## config.mk

```make
export PLATFORM = sky130hd
export DESIGN_NAME = vram_block_dma_engine_flat
export DESIGN_NICKNAME = d
export VERILOG_FILES = /design/src/sv/vbde_pkg.sv /design/src/sv/vbde_in_if.sv /design/src/sv/vbde_out_if.sv /design/src/sv/vbde_core.sv /design/src/sv/vram_block_dma_engine.sv /design/src/flat_wrapper.sv
export SDC_FILE = /design/constraint.sdc
export NUM_CORES = 1
export LEC_CHECK = 0
export BUFFER_PORTS_ARGS = -buffer_cell sky130_fd_sc_hd__buf_2
export CORE_UTILIZATION = 40
export CTS_CLUSTER_DIAMETER = 200
export DETAILED_ROUTE_END_ITERATION = 12
export GPL_TIMING_DRIVEN = 0
export PLACE_DENSITY = 0.59
export SYNTH_ARGS = -nofsm -noshare
export SYNTH_HDL_FRONTEND = slang
export SYNTH_HIERARCHICAL = 1
export SYNTH_SLANG_ARGS = --single-unit
```

## constraint.sdc

```tcl
create_clock -name clk -period 9.4 [get_ports clk]
set_clock_uncertainty 0.1 [all_clocks]
set_input_delay 0.94 -clock clk [delete_from_list [all_inputs] [get_ports clk]]
set_output_delay 0.94 -clock clk [all_outputs]
set_load 0.02 [all_outputs]
```

## src/sv/vbde_pkg.sv

```systemverilog
// shared types and constants of the vram block dma engine
package vbde_pkg;

  localparam int unsigned BLOCK_BYTES = 16;
  localparam int unsigned BL_W        = 5;
  localparam logic [BL_W-1:0] BLOCK_LEN = BL_W'(BLOCK_BYTES);

  localparam logic OP_TICK      = 1'b0;
  localparam logic OP_REG_WRITE = 1'b1;

  localparam logic [2:0] REG_SRC_HI  = 3'd0;
  localparam logic [2:0] REG_SRC_LO  = 3'd1;
  localparam logic [2:0] REG_DST_HI  = 3'd2;
  localparam logic [2:0] REG_DST_LO  = 3'd3;
  localparam logic [2:0] REG_CONTROL = 3'd4;

  localparam logic [7:0] ADDR_LO_MASK  = 8'hF0;
  localparam logic [7:0] DST_HI_MASK   = 8'h1F;
  localparam logic [7:0] DST_HI_SET    = 8'h80;
  localparam logic [7:0] CTRL_CNT_MASK = 8'h7F;
  localparam int unsigned CTRL_HBLANK_BIT = 7;

  typedef enum logic [3:0] {
    MODE_IDLE    = 4'b0001,
    MODE_GENERAL = 4'b0010,
    MODE_HBLANK  = 4'b0100,
    MODE_WAIT    = 4'b1000
  } mode_t;

  typedef struct packed {
    logic       opcode;
    logic [2:0] reg_select;
    logic [7:0] write_data;
    logic [1:0] lcd_mode;
    logic       double_speed;
  } item_t;

  typedef struct packed {
    logic        copy_valid;
    logic [15:0] copy_source;
    logic [15:0] copy_dest;
    logic        cpu_halted;
    logic [7:0]  control_value;
    logic        engine_active;
    logic        last;
  } result_t;

endpackage

```

## src/sv/vbde_in_if.sv

```systemverilog
// input channel: register writes and ticks
interface vbde_in_if;
  logic       valid;
  logic       ready;
  logic       opcode;
  logic [2:0] reg_select;
  logic [7:0] write_data;
  logic [1:0] lcd_mode;
  logic       double_speed;

  modport source (output valid, opcode, reg_select, write_data, lcd_mode, double_speed,
                  input ready);
  modport sink (input valid, opcode, reg_select, write_data, lcd_mode, double_speed,
                output ready);
endinterface

```

## src/sv/vbde_out_if.sv

```systemverilog
// result channel: byte copy commands and status
interface vbde_out_if;
  logic        valid;
  logic        ready;
  logic        copy_valid;
  logic [15:0] copy_source;
  logic [15:0] copy_dest;
  logic        cpu_halted;
  logic [7:0]  control_value;
  logic        engine_active;
  logic        last;

  modport source (output valid, copy_valid, copy_source, copy_dest, cpu_halted,
                  control_value, engine_active, last, input ready);
  modport sink (input valid, copy_valid, copy_source, copy_dest, cpu_halted,
                control_value, engine_active, last, output ready);
endinterface

```

## src/sv/vbde_core.sv

```systemverilog
// dma engine state and per-item next-state and result logic
module vbde_core (
  input  logic             clk,
  input  logic             rst_n,
  input  logic             accept_i,
  input  vbde_pkg::item_t  item_i,
  output vbde_pkg::result_t res0_o,
  output vbde_pkg::result_t res1_o,
  output logic             two_o
);

  vbde_pkg::mode_t              mode_r, mode_nxt;
  logic [vbde_pkg::BL_W-1:0]    bytes_left_r, bytes_left_nxt;
  logic [1:0]                   prior_lcd_r, prior_lcd_nxt;
  logic [15:0]                  src_r, src_nxt;
  logic [15:0]                  dst_r, dst_nxt;
  logic [7:0]                   addr_r [4];
  logic [7:0]                   addr_nxt [4];
  logic [7:0]                   ctrl_r, ctrl_nxt;
  logic                         pend_r, pend_nxt;
  logic                         halt_r, halt_nxt;

  logic [15:0]                  src_base, dst_base, src_after, dst_after;
  logic [vbde_pkg::BL_W-1:0]    bl1, bl2;
  logic                         second;
  logic                         do_copy, is_general;
  logic [7:0]                   a1_masked, a3_masked, dhi;

  assign bl1    = (bytes_left_r != '0) ? bytes_left_r - 1'b1 : '0;
  assign second = !item_i.double_speed && (bl1 != '0);
  assign bl2    = second ? bl1 - 1'b1 : bl1;

  assign a1_masked = addr_r[1] & vbde_pkg::ADDR_LO_MASK;
  assign a3_masked = addr_r[3] & vbde_pkg::ADDR_LO_MASK;
  assign dhi       = (addr_r[2] & vbde_pkg::DST_HI_MASK) | vbde_pkg::DST_HI_SET;

  // a start from idle reads the address registers, otherwise the running pointers
  assign src_base = (mode_r == vbde_pkg::MODE_IDLE) ? {addr_r[0], a1_masked} : src_r;
  assign dst_base = (mode_r == vbde_pkg::MODE_IDLE) ? {dhi, a3_masked} : dst_r;

  assign src_after = src_base + 16'd1 + {15'd0, second};
  assign dst_after = dst_base + 16'd1 + {15'd0, second};

  always_comb begin
    mode_nxt       = mode_r;
    bytes_left_nxt = bytes_left_r;
    prior_lcd_nxt  = prior_lcd_r;
    src_nxt        = src_r;
    dst_nxt        = dst_r;
    addr_nxt       = addr_r;
    ctrl_nxt       = ctrl_r;
    pend_nxt       = pend_r;
    halt_nxt       = halt_r;
    do_copy        = 1'b0;
    is_general     = 1'b0;

    if (accept_i) begin
      if (item_i.opcode == vbde_pkg::OP_REG_WRITE) begin
        if (!item_i.reg_select[2]) begin
          addr_nxt[item_i.reg_select[1:0]] = item_i.write_data;
        end else if (item_i.reg_select == vbde_pkg::REG_CONTROL) begin
          ctrl_nxt = item_i.write_data;
          pend_nxt = 1'b1;
        end
      end else begin
        case (mode_r)
          vbde_pkg::MODE_IDLE: begin
            if (pend_r) begin
              pend_nxt = 1'b0;
              src_nxt  = src_base;
              dst_nxt  = dst_base;
              if (ctrl_r[vbde_pkg::CTRL_HBLANK_BIT]) begin
                prior_lcd_nxt = item_i.lcd_mode;
                mode_nxt      = vbde_pkg::MODE_WAIT;
              end else begin
                mode_nxt   = vbde_pkg::MODE_GENERAL;
                halt_nxt   = 1'b1;
                do_copy    = 1'b1;
                is_general = 1'b1;
              end
            end
          end
          vbde_pkg::MODE_GENERAL: begin
            do_copy    = 1'b1;
            is_general = 1'b1;
          end
          vbde_pkg::MODE_HBLANK: begin
            do_copy = 1'b1;
          end
          vbde_pkg::MODE_WAIT: begin
            // a control write cancels, even on the tick that enters hblank
            if (pend_r) begin
              pend_nxt = 1'b0;
              ctrl_nxt = ctrl_r & vbde_pkg::CTRL_CNT_MASK;
              mode_nxt = vbde_pkg::MODE_IDLE;
              halt_nxt = 1'b0;
            end else if (item_i.lcd_mode == 2'd0 && prior_lcd_r != 2'd0) begin
              mode_nxt = vbde_pkg::MODE_HBLANK;
              halt_nxt = 1'b1;
            end
            prior_lcd_nxt = item_i.lcd_mode;
          end
          default: begin
            mode_nxt = vbde_pkg::MODE_IDLE;
          end
        endcase

        if (do_copy) begin
          src_nxt = src_after;
          dst_nxt = dst_after;
          if (bl2 == '0) begin
            // end of block: write pointers back to the address registers
            bytes_left_nxt = vbde_pkg::BLOCK_LEN;
            addr_nxt[0] = src_after[15:8];
            addr_nxt[1] = src_after[7:0];
            addr_nxt[2] = dst_after[15:8];
            addr_nxt[3] = dst_after[7:0];
            if (is_general) begin
              if (ctrl_r == 8'd0) begin
                mode_nxt = vbde_pkg::MODE_IDLE;
                halt_nxt = 1'b0;
              end else begin
                ctrl_nxt = ctrl_r - 8'd1;
              end
            end else begin
              if ((ctrl_r & vbde_pkg::CTRL_CNT_MASK) == 8'd0) begin
                ctrl_nxt = 8'd0;
                mode_nxt = vbde_pkg::MODE_IDLE;
              end else begin
                ctrl_nxt      = ctrl_r - 8'd1;
                prior_lcd_nxt = item_i.lcd_mode;
                mode_nxt      = vbde_pkg::MODE_WAIT;
              end
              halt_nxt = 1'b0;
            end
          end else begin
            bytes_left_nxt = bl2;
          end
        end
      end
    end
  end

  assign two_o = do_copy && second;

  always_comb begin
    res0_o.copy_valid    = do_copy;
    res0_o.copy_source   = do_copy ? src_base : 16'd0;
    res0_o.copy_dest     = do_copy ? dst_base : 16'd0;
    res0_o.cpu_halted    = halt_nxt;
    res0_o.control_value = ctrl_nxt;
    res0_o.engine_active = (mode_nxt != vbde_pkg::MODE_IDLE);
    res0_o.last          = !two_o;

    res1_o.copy_valid    = 1'b1;
    res1_o.copy_source   = src_base + 16'd1;
    res1_o.copy_dest     = dst_base + 16'd1;
    res1_o.cpu_halted    = halt_nxt;
    res1_o.control_value = ctrl_nxt;
    res1_o.engine_active = (mode_nxt != vbde_pkg::MODE_IDLE);
    res1_o.last          = 1'b1;
  end

  always_ff @(posedge clk) begin
    if (!rst_n) begin
      mode_r       <= vbde_pkg::MODE_IDLE;
      bytes_left_r <= vbde_pkg::BLOCK_LEN;
      prior_lcd_r  <= 2'd0;
      src_r        <= 16'd0;
      dst_r        <= 16'd0;
      addr_r       <= '{default: 8'd0};
      ctrl_r       <= 8'd0;
      pend_r       <= 1'b0;
      halt_r       <= 1'b0;
    end else begin
      mode_r       <= mode_nxt;
      bytes_left_r <= bytes_left_nxt;
      prior_lcd_r  <= prior_lcd_nxt;
      src_r        <= src_nxt;
      dst_r        <= dst_nxt;
      addr_r       <= addr_nxt;
      ctrl_r       <= ctrl_nxt;
      pend_r       <= pend_nxt;
      halt_r       <= halt_nxt;
    end
  end

`ifndef ASSERT_OFF
  a_halt_only_copying: assert property (@(posedge clk) disable iff (!rst_n)
    halt_r |-> (mode_r == vbde_pkg::MODE_GENERAL || mode_r == vbde_pkg::MODE_HBLANK))
    else $error("cpu halted outside a block copy");

  a_full_block_when_parked: assert property (@(posedge clk) disable iff (!rst_n)
    (mode_r == vbde_pkg::MODE_IDLE || mode_r == vbde_pkg::MODE_WAIT)
      |-> bytes_left_r == vbde_pkg::BLOCK_LEN)
    else $error("byte count not reloaded outside a block");

  a_bytes_left_nonzero: assert property (@(posedge clk) disable iff (!rst_n)
    bytes_left_r != '0)
    else $error("byte count reached zero without reload");
`endif

endmodule

```

## src/sv/vram_block_dma_engine.sv

```systemverilog
// top level of the vram block dma engine with its two-entry result buffer
//
// channel  dir  transfer carries
// in_ch    in   opcode, reg_select, write_data, lcd_mode, double_speed
// out_ch   out  copy_valid, copy_source, copy_dest, cpu_halted, control_value,
//               engine_active, last
//
// an item is decoded against the engine state in the cycle it is taken and its
// one or two results land in the result buffer on the next edge
// a tick that copies two bytes holds the input until its second result leaves, so
// input takes one item per cycle when results are single and out_ch is ready
// in_ch.ready is high when the buffer is empty or its last result leaves now
// reset is synchronous and active low and restores the idle engine
module vram_block_dma_engine (
  input  logic           clk,
  input  logic           rst_n,
  vbde_in_if.sink        in_ch,
  vbde_out_if.source     out_ch
);

  vbde_pkg::item_t   item;
  vbde_pkg::result_t res0, res1;
  vbde_pkg::result_t slot0_r, slot0_nxt;
  vbde_pkg::result_t slot1_r, slot1_nxt;
  logic [1:0]        count_r, count_nxt;
  logic              two;
  logic              accept, pop;

  assign item.opcode       = in_ch.opcode;
  assign item.reg_select   = in_ch.reg_select;
  assign item.write_data   = in_ch.write_data;
  assign item.lcd_mode     = in_ch.lcd_mode;
  assign item.double_speed = in_ch.double_speed;

  assign in_ch.ready = (count_r == 2'd0) || (count_r == 2'd1 && out_ch.ready);
  assign accept      = in_ch.valid && in_ch.ready;
  assign pop         = out_ch.valid && out_ch.ready;

  vbde_core u_core (
    .clk      (clk),
    .rst_n    (rst_n),
    .accept_i (accept),
    .item_i   (item),
    .res0_o   (res0),
    .res1_o   (res1),
    .two_o    (two)
  );

  always_comb begin
    count_nxt = count_r;
    slot0_nxt = slot0_r;
    slot1_nxt = slot1_r;
    if (accept) begin
      count_nxt = two ? 2'd2 : 2'd1;
      slot0_nxt = res0;
      slot1_nxt = res1;
    end else if (pop) begin
      count_nxt = count_r - 2'd1;
      slot0_nxt = slot1_r;
    end
  end

  always_ff @(posedge clk) begin
    if (!rst_n) begin
      count_r <= 2'd0;
    end else begin
      count_r <= count_nxt;
    end
  end

  always_ff @(posedge clk) begin
    slot0_r <= slot0_nxt;
    slot1_r <= slot1_nxt;
  end

  assign out_ch.valid         = (count_r != 2'd0);
  assign out_ch.copy_valid    = slot0_r.copy_valid;
  assign out_ch.copy_source   = slot0_r.copy_source;
  assign out_ch.copy_dest     = slot0_r.copy_dest;
  assign out_ch.cpu_halted    = slot0_r.cpu_halted;
  assign out_ch.control_value = slot0_r.control_value;
  assign out_ch.engine_active = slot0_r.engine_active;
  assign out_ch.last          = slot0_r.last;

`ifndef ASSERT_OFF
  a_count_range: assert property (@(posedge clk) disable iff (!rst_n)
    count_r != 2'd3)
    else $error("result buffer count out of range");

  a_accept_fills: assert property (@(posedge clk) disable iff (!rst_n)
    accept |=> out_ch.valid)
    else $error("accepted item left no result");

  a_two_ends_last: assert property (@(posedge clk) disable iff (!rst_n)
    (count_r == 2'd2) |-> (!slot0_r.last && slot1_r.last && slot1_r.copy_valid))
    else $error("paired copy results out of order");
`endif

endmodule

```

## src/flat_wrapper.sv

```systemverilog
// flat-port wrapper written by rule: the top's interface ports become plain ports
module vram_block_dma_engine_flat 
  (clk, rst_n, in_ch_valid, in_ch_opcode, in_ch_reg_select, in_ch_write_data, in_ch_lcd_mode, in_ch_double_speed, in_ch_ready, out_ch_valid, out_ch_copy_valid, out_ch_copy_source, out_ch_copy_dest, out_ch_cpu_halted, out_ch_control_value, out_ch_engine_active, out_ch_last, out_ch_ready);
  vbde_in_if in_ch_i ();
  vbde_out_if out_ch_i ();
  input  logic clk;
  input  logic rst_n;
  input wire logic [$bits(in_ch_i.valid)-1:0] in_ch_valid;
  input wire logic [$bits(in_ch_i.opcode)-1:0] in_ch_opcode;
  input wire logic [$bits(in_ch_i.reg_select)-1:0] in_ch_reg_select;
  input wire logic [$bits(in_ch_i.write_data)-1:0] in_ch_write_data;
  input wire logic [$bits(in_ch_i.lcd_mode)-1:0] in_ch_lcd_mode;
  input wire logic [$bits(in_ch_i.double_speed)-1:0] in_ch_double_speed;
  output wire logic [$bits(in_ch_i.ready)-1:0] in_ch_ready;
  output wire logic [$bits(out_ch_i.valid)-1:0] out_ch_valid;
  output wire logic [$bits(out_ch_i.copy_valid)-1:0] out_ch_copy_valid;
  output wire logic [$bits(out_ch_i.copy_source)-1:0] out_ch_copy_source;
  output wire logic [$bits(out_ch_i.copy_dest)-1:0] out_ch_copy_dest;
  output wire logic [$bits(out_ch_i.cpu_halted)-1:0] out_ch_cpu_halted;
  output wire logic [$bits(out_ch_i.control_value)-1:0] out_ch_control_value;
  output wire logic [$bits(out_ch_i.engine_active)-1:0] out_ch_engine_active;
  output wire logic [$bits(out_ch_i.last)-1:0] out_ch_last;
  input wire logic [$bits(out_ch_i.ready)-1:0] out_ch_ready;
  assign in_ch_i.valid = in_ch_valid;
  assign in_ch_i.opcode = in_ch_opcode;
  assign in_ch_i.reg_select = in_ch_reg_select;
  assign in_ch_i.write_data = in_ch_write_data;
  assign in_ch_i.lcd_mode = in_ch_lcd_mode;
  assign in_ch_i.double_speed = in_ch_double_speed;
  assign in_ch_ready = in_ch_i.ready;
  assign out_ch_valid = out_ch_i.valid;
  assign out_ch_copy_valid = out_ch_i.copy_valid;
  assign out_ch_copy_source = out_ch_i.copy_source;
  assign out_ch_copy_dest = out_ch_i.copy_dest;
  assign out_ch_cpu_halted = out_ch_i.cpu_halted;
  assign out_ch_control_value = out_ch_i.control_value;
  assign out_ch_engine_active = out_ch_i.engine_active;
  assign out_ch_last = out_ch_i.last;
  assign out_ch_i.ready = out_ch_ready;
  vram_block_dma_engine u_core (.clk(clk), .rst_n(rst_n), .in_ch(in_ch_i), .out_ch(out_ch_i));
endmodule
```

==> results.sh <==
export IMPL_hpwl_mm=21.6
export IMPL_synth_compound_gate_area_share=0.180
export IMPL_worst_setup_path_end_kind="flop"
export IMPL_peakVddDrop_mv=0.124
export IMPL_worstPathRequired_ps=9660
export IMPL_num_vias=8425
export IMPL_path_max_fanout=10
export IMPL_cts_repair_resized=0
export IMPL_slew_limit_headroom=0.267
export IMPL_grt_pass1_vias=7895
export IMPL_design_area_sq_um=11100
export IMPL_sequentialPowerShare=0.446
export IMPL_nets=1151
export IMPL_grt_overflow_total=0
export IMPL_cellPowerDensity_nw_per_um2=178
export IMPL_fin_tns_setup_ps=0
export IMPL_first_pass_iters=6
export IMPL_min_path_type="flop to flop"
export IMPL_synth_fa_ha_area_frac=0.0153
export IMPL_fin_crit_ps=6560
export IMPL_drc=0
export IMPL_clock_path_buffers=2
export IMPL_crit_arrival_ps=6820
export IMPL_post_drt_wl_per_cell_um=20.4
export IMPL_p_int_mw=1.39
export IMPL_initial_core_util=0.413
export IMPL_syn_area_sq_um=9810
export IMPL_synth_avg_cell_area_sq_um=9.48
export IMPL_combPwrFrac=0.205
export IMPL_dieHeight_um=159
export IMPL_finalHoldViolCount=0
export IMPL_leakagePower_nw=4.23
export IMPL_synthXorXnorAreaFrac=0.0473
export IMPL_worst_pin_slew_ps=1090
export IMPL_power_share_switching=0.297
export IMPL_htreeDepth=4
export IMPL_die_area_sq_um=25100
export IMPL_synth_cell_type_count=90
export IMPL_synthSimpleGateAreaFrac=0.187
export IMPL_drt_total_wl_mm=29.6
export IMPL_power_frac_clock=0.348
export IMPL_drtAntennaViolNets=0
export IMPL_clock_fmax_ghz=0.152
export IMPL_setup_viol=0
export IMPL_clockRootBuffer="clkbuf_16"
export IMPL_gp_congestion=0.981
export IMPL_dieWidth_um=159
export IMPL_rsz0062_at_grt="no"
export IMPL_post_cts_buffers=0
export IMPL_path_clk_slew_ps=70
export IMPL_mostFrequentLayoutCells="109 x nand2_1, 88 x edfxtp_1, 78 x buf_2, 76 x nor2_1, 76 x dfxtp_1"
export IMPL_postPlaceCellArea_sq_um=10600
export IMPL_drv_cap=0
export IMPL_path_class="flop to flop"
export IMPL_num_rows=56
export IMPL_fin_crit_sh=0.698
export IMPL_first_iter_violations=783
export IMPL_io_pins=65
export IMPL_synth_edf_count=88
export IMPL_switchingPower_mw=0.590
export IMPL_worstSkewPairLatency_ps=440
export IMPL_muxShareOfSynthArea=0.0828
export IMPL_synth_seq_cells=164
export IMPL_synthCells=1034
export IMPL_io_buffers=64
export IMPL_grt_max_degree=47
export IMPL_cts_hold_fix_buffers=0
export IMPL_cts_buffers=17
export IMPL_antenna_cells=0
export IMPL_cts_tree="built"
export IMPL_grt_usage=0.244
export IMPL_grt_pass1_wl_mm=45.6
export IMPL_synth_top_family_by_area="simple AND/OR/NAND/NOR gates"
export IMPL_slew_violations=0
export IMPL_synth_seq_area_share=0.425
export IMPL_layout_commonest_cell="nand2_1"
export IMPL_start_kind="flop"
export IMPL_cts_sinks=164
export IMPL_outcome="finished, final reports clean"
export IMPL_drive_gt1_frac=0.180
export IMPL_antenna_found_initial=0
export IMPL_coreArea_sq_um=23800
export IMPL_async_flop_share=0
export IMPL_syn_to_final_growth_pct=13.4
export IMPL_synthFlopType="edfxtp_1"
export IMPL_ys_warn_count=6
export IMPL_avgViaCountPerCell=5.80
==> worst paths after layout <==
path / slack, ps / end / startpoint / depth (start not counted)
min reg2reg: 370 / u_core/count_r[1]$_SDFFE_PN0P_ / u_core/count_r[1]$_SDFFE_PN0P_ / 2
max reg2reg: 2840 / u_core/u_core/addr_r[11]$_SDFFE_PN0P_ / u_core/u_core/mode_r[3]$_SDFF_PN0_ / 20
min: 370 / u_core/count_r[1]$_SDFFE_PN0P_ / u_core/count_r[1]$_SDFFE_PN0P_ / 2
max: 2840 / u_core/u_core/addr_r[11]$_SDFFE_PN0P_ / u_core/u_core/mode_r[3]$_SDFF_PN0_ / 20
==> area by class of cell <==
type,instances,area (sq um)
fill,2282,12600
multi-input combinational,750,5030
clock buffer,17,425
inverter,38,143
sequential,164,4160
timing repair buffer,66,345
buffer,83,469
tap,319,399
clock inverter,15,144
==> power by group through the flow <==
stage | registers [mW] | logic [mW] | clock network (mW)
detailed placement | 0.901 | 0.409 | 0
global placement | 0.902 | 0.401 | 0
global route | 0.895 | 0.441 | 0.736
finish | 0.885 | 0.408 | 0.691
floorplan | 0.960 | 0.230 | 0
CTS | 0.886 | 0.410 | 0.706
==> flip-flops by register name, indices dropped and copies added, names as in the netlist, 4 cells and up <==
register and cells:
u_core/out_ch.copy_source 16, u_core/u_core/bytes_left_r 5, u_core/u_core/ctrl_r 8, u_core/slot1_r 44, u_core/u_core/mode_r 4, u_core/out_ch.control_value 8, u_core/out_ch.copy_dest 16, u_core/u_core/a1_masked 4
u_core/u_core/addr_r 13, u_core/u_core/dst_r 16, u_core/u_core/src_r 16, u_core/u_core/a3_masked 4
==> synth_stat cells, types with 8 or more instances <==
master | count | share of area
nand2_1 | 109 | 0.042
edfxtp_1 | 88 | 0.27
dfxtp_1 | 76 | 0.16
nor2_1 | 76 | 0.029
a21oi_1 | 59 | 0.030
o21ai_0 | 53 | 0.027
clkbuf_1 | 44 | 0.017
mux2_4 | 40 | 0.061
inv_1 | 36 | 0.014
nand3_1 | 33 | 0.017
o22ai_1 | 27 | 0.017
xor2_1 | 27 | 0.024
xnor2_1 | 26 | 0.023
nor3_1 | 22 | 0.011
nand4_1 | 19 | 0.012
buf_4 | 18 | 0.014
and3_1 | 17 | 0.011
nand2b_1 | 17 | 0.011
and2_1 | 14 | 0.0089
buf_2 | 14 | 0.0071
o211ai_1 | 14 | 0.011
a22oi_1 | 13 | 0.010
a31oi_1 | 13 | 0.0083
mux2i_1 | 13 | 0.013
ha_1 | 12 | 0.015
or3_1 | 11 | 0.0070
a211oi_1 | 9 | 0.0069
nor2b_1 | 8 | 0.0051
nor4_1 | 8 | 0.0051
==> cells by family after synthesis <==
group	Yosys count
xor gates and xnor gates	53
muxes	60
AOI/OAI and AO/OA	260
other	1
and+or+nand+nor	363
adders and majority gates	12
DFF	164
buffers and inverters	121
==> critical path, cell delays in order (launching register included) <==
cell       delay, ps
dfxtp_1          310
buf_2            230
or4b_1           150
clkbuf_1         390
buf_4            300
buf_2            310
buf_4            280
buf_2            350
clkbuf_1         460
clkbuf_1         510
and2_1           210
ha_1             150
clkbuf_1         370
nand3_1          150
xor2_1           180
a2111oi_0        720
and2_1           360
nand4_1          160
xnor2_1          340
o221ai_1         260
a21oi_1          170
==> stage by stage <==
step	std cells	total power, mW	util	hold WS [ps]	setup WS (ps)
final	1452	1.98	0.468	372	2840
after global routing	1452	2.07	0.468	408	2650
after CTS	1451	2.00	0.468	378	3010
after detailed placement	1419	1.31	0.444	368	3050
after global placement	1418	1.30	0.443	360	3060
after floorplan	1035	1.19	-	345	4810
==> layer usage <==
metal / GRT usage / up-vias / share of wire / routed length (um)
li1: - / 3972 / - / -
met1: 0.321 / 4002 / 0.43 / 12600
met2: 0.391 / 383 / 0.47 / 13800
met3: 0.0425 / 68 / 0.073 / 2170
met4: 0.109 / 0 / 0.034 / 1010
met5: 0 / - / 0 / 0
Power figures use the tool's default switching activity.
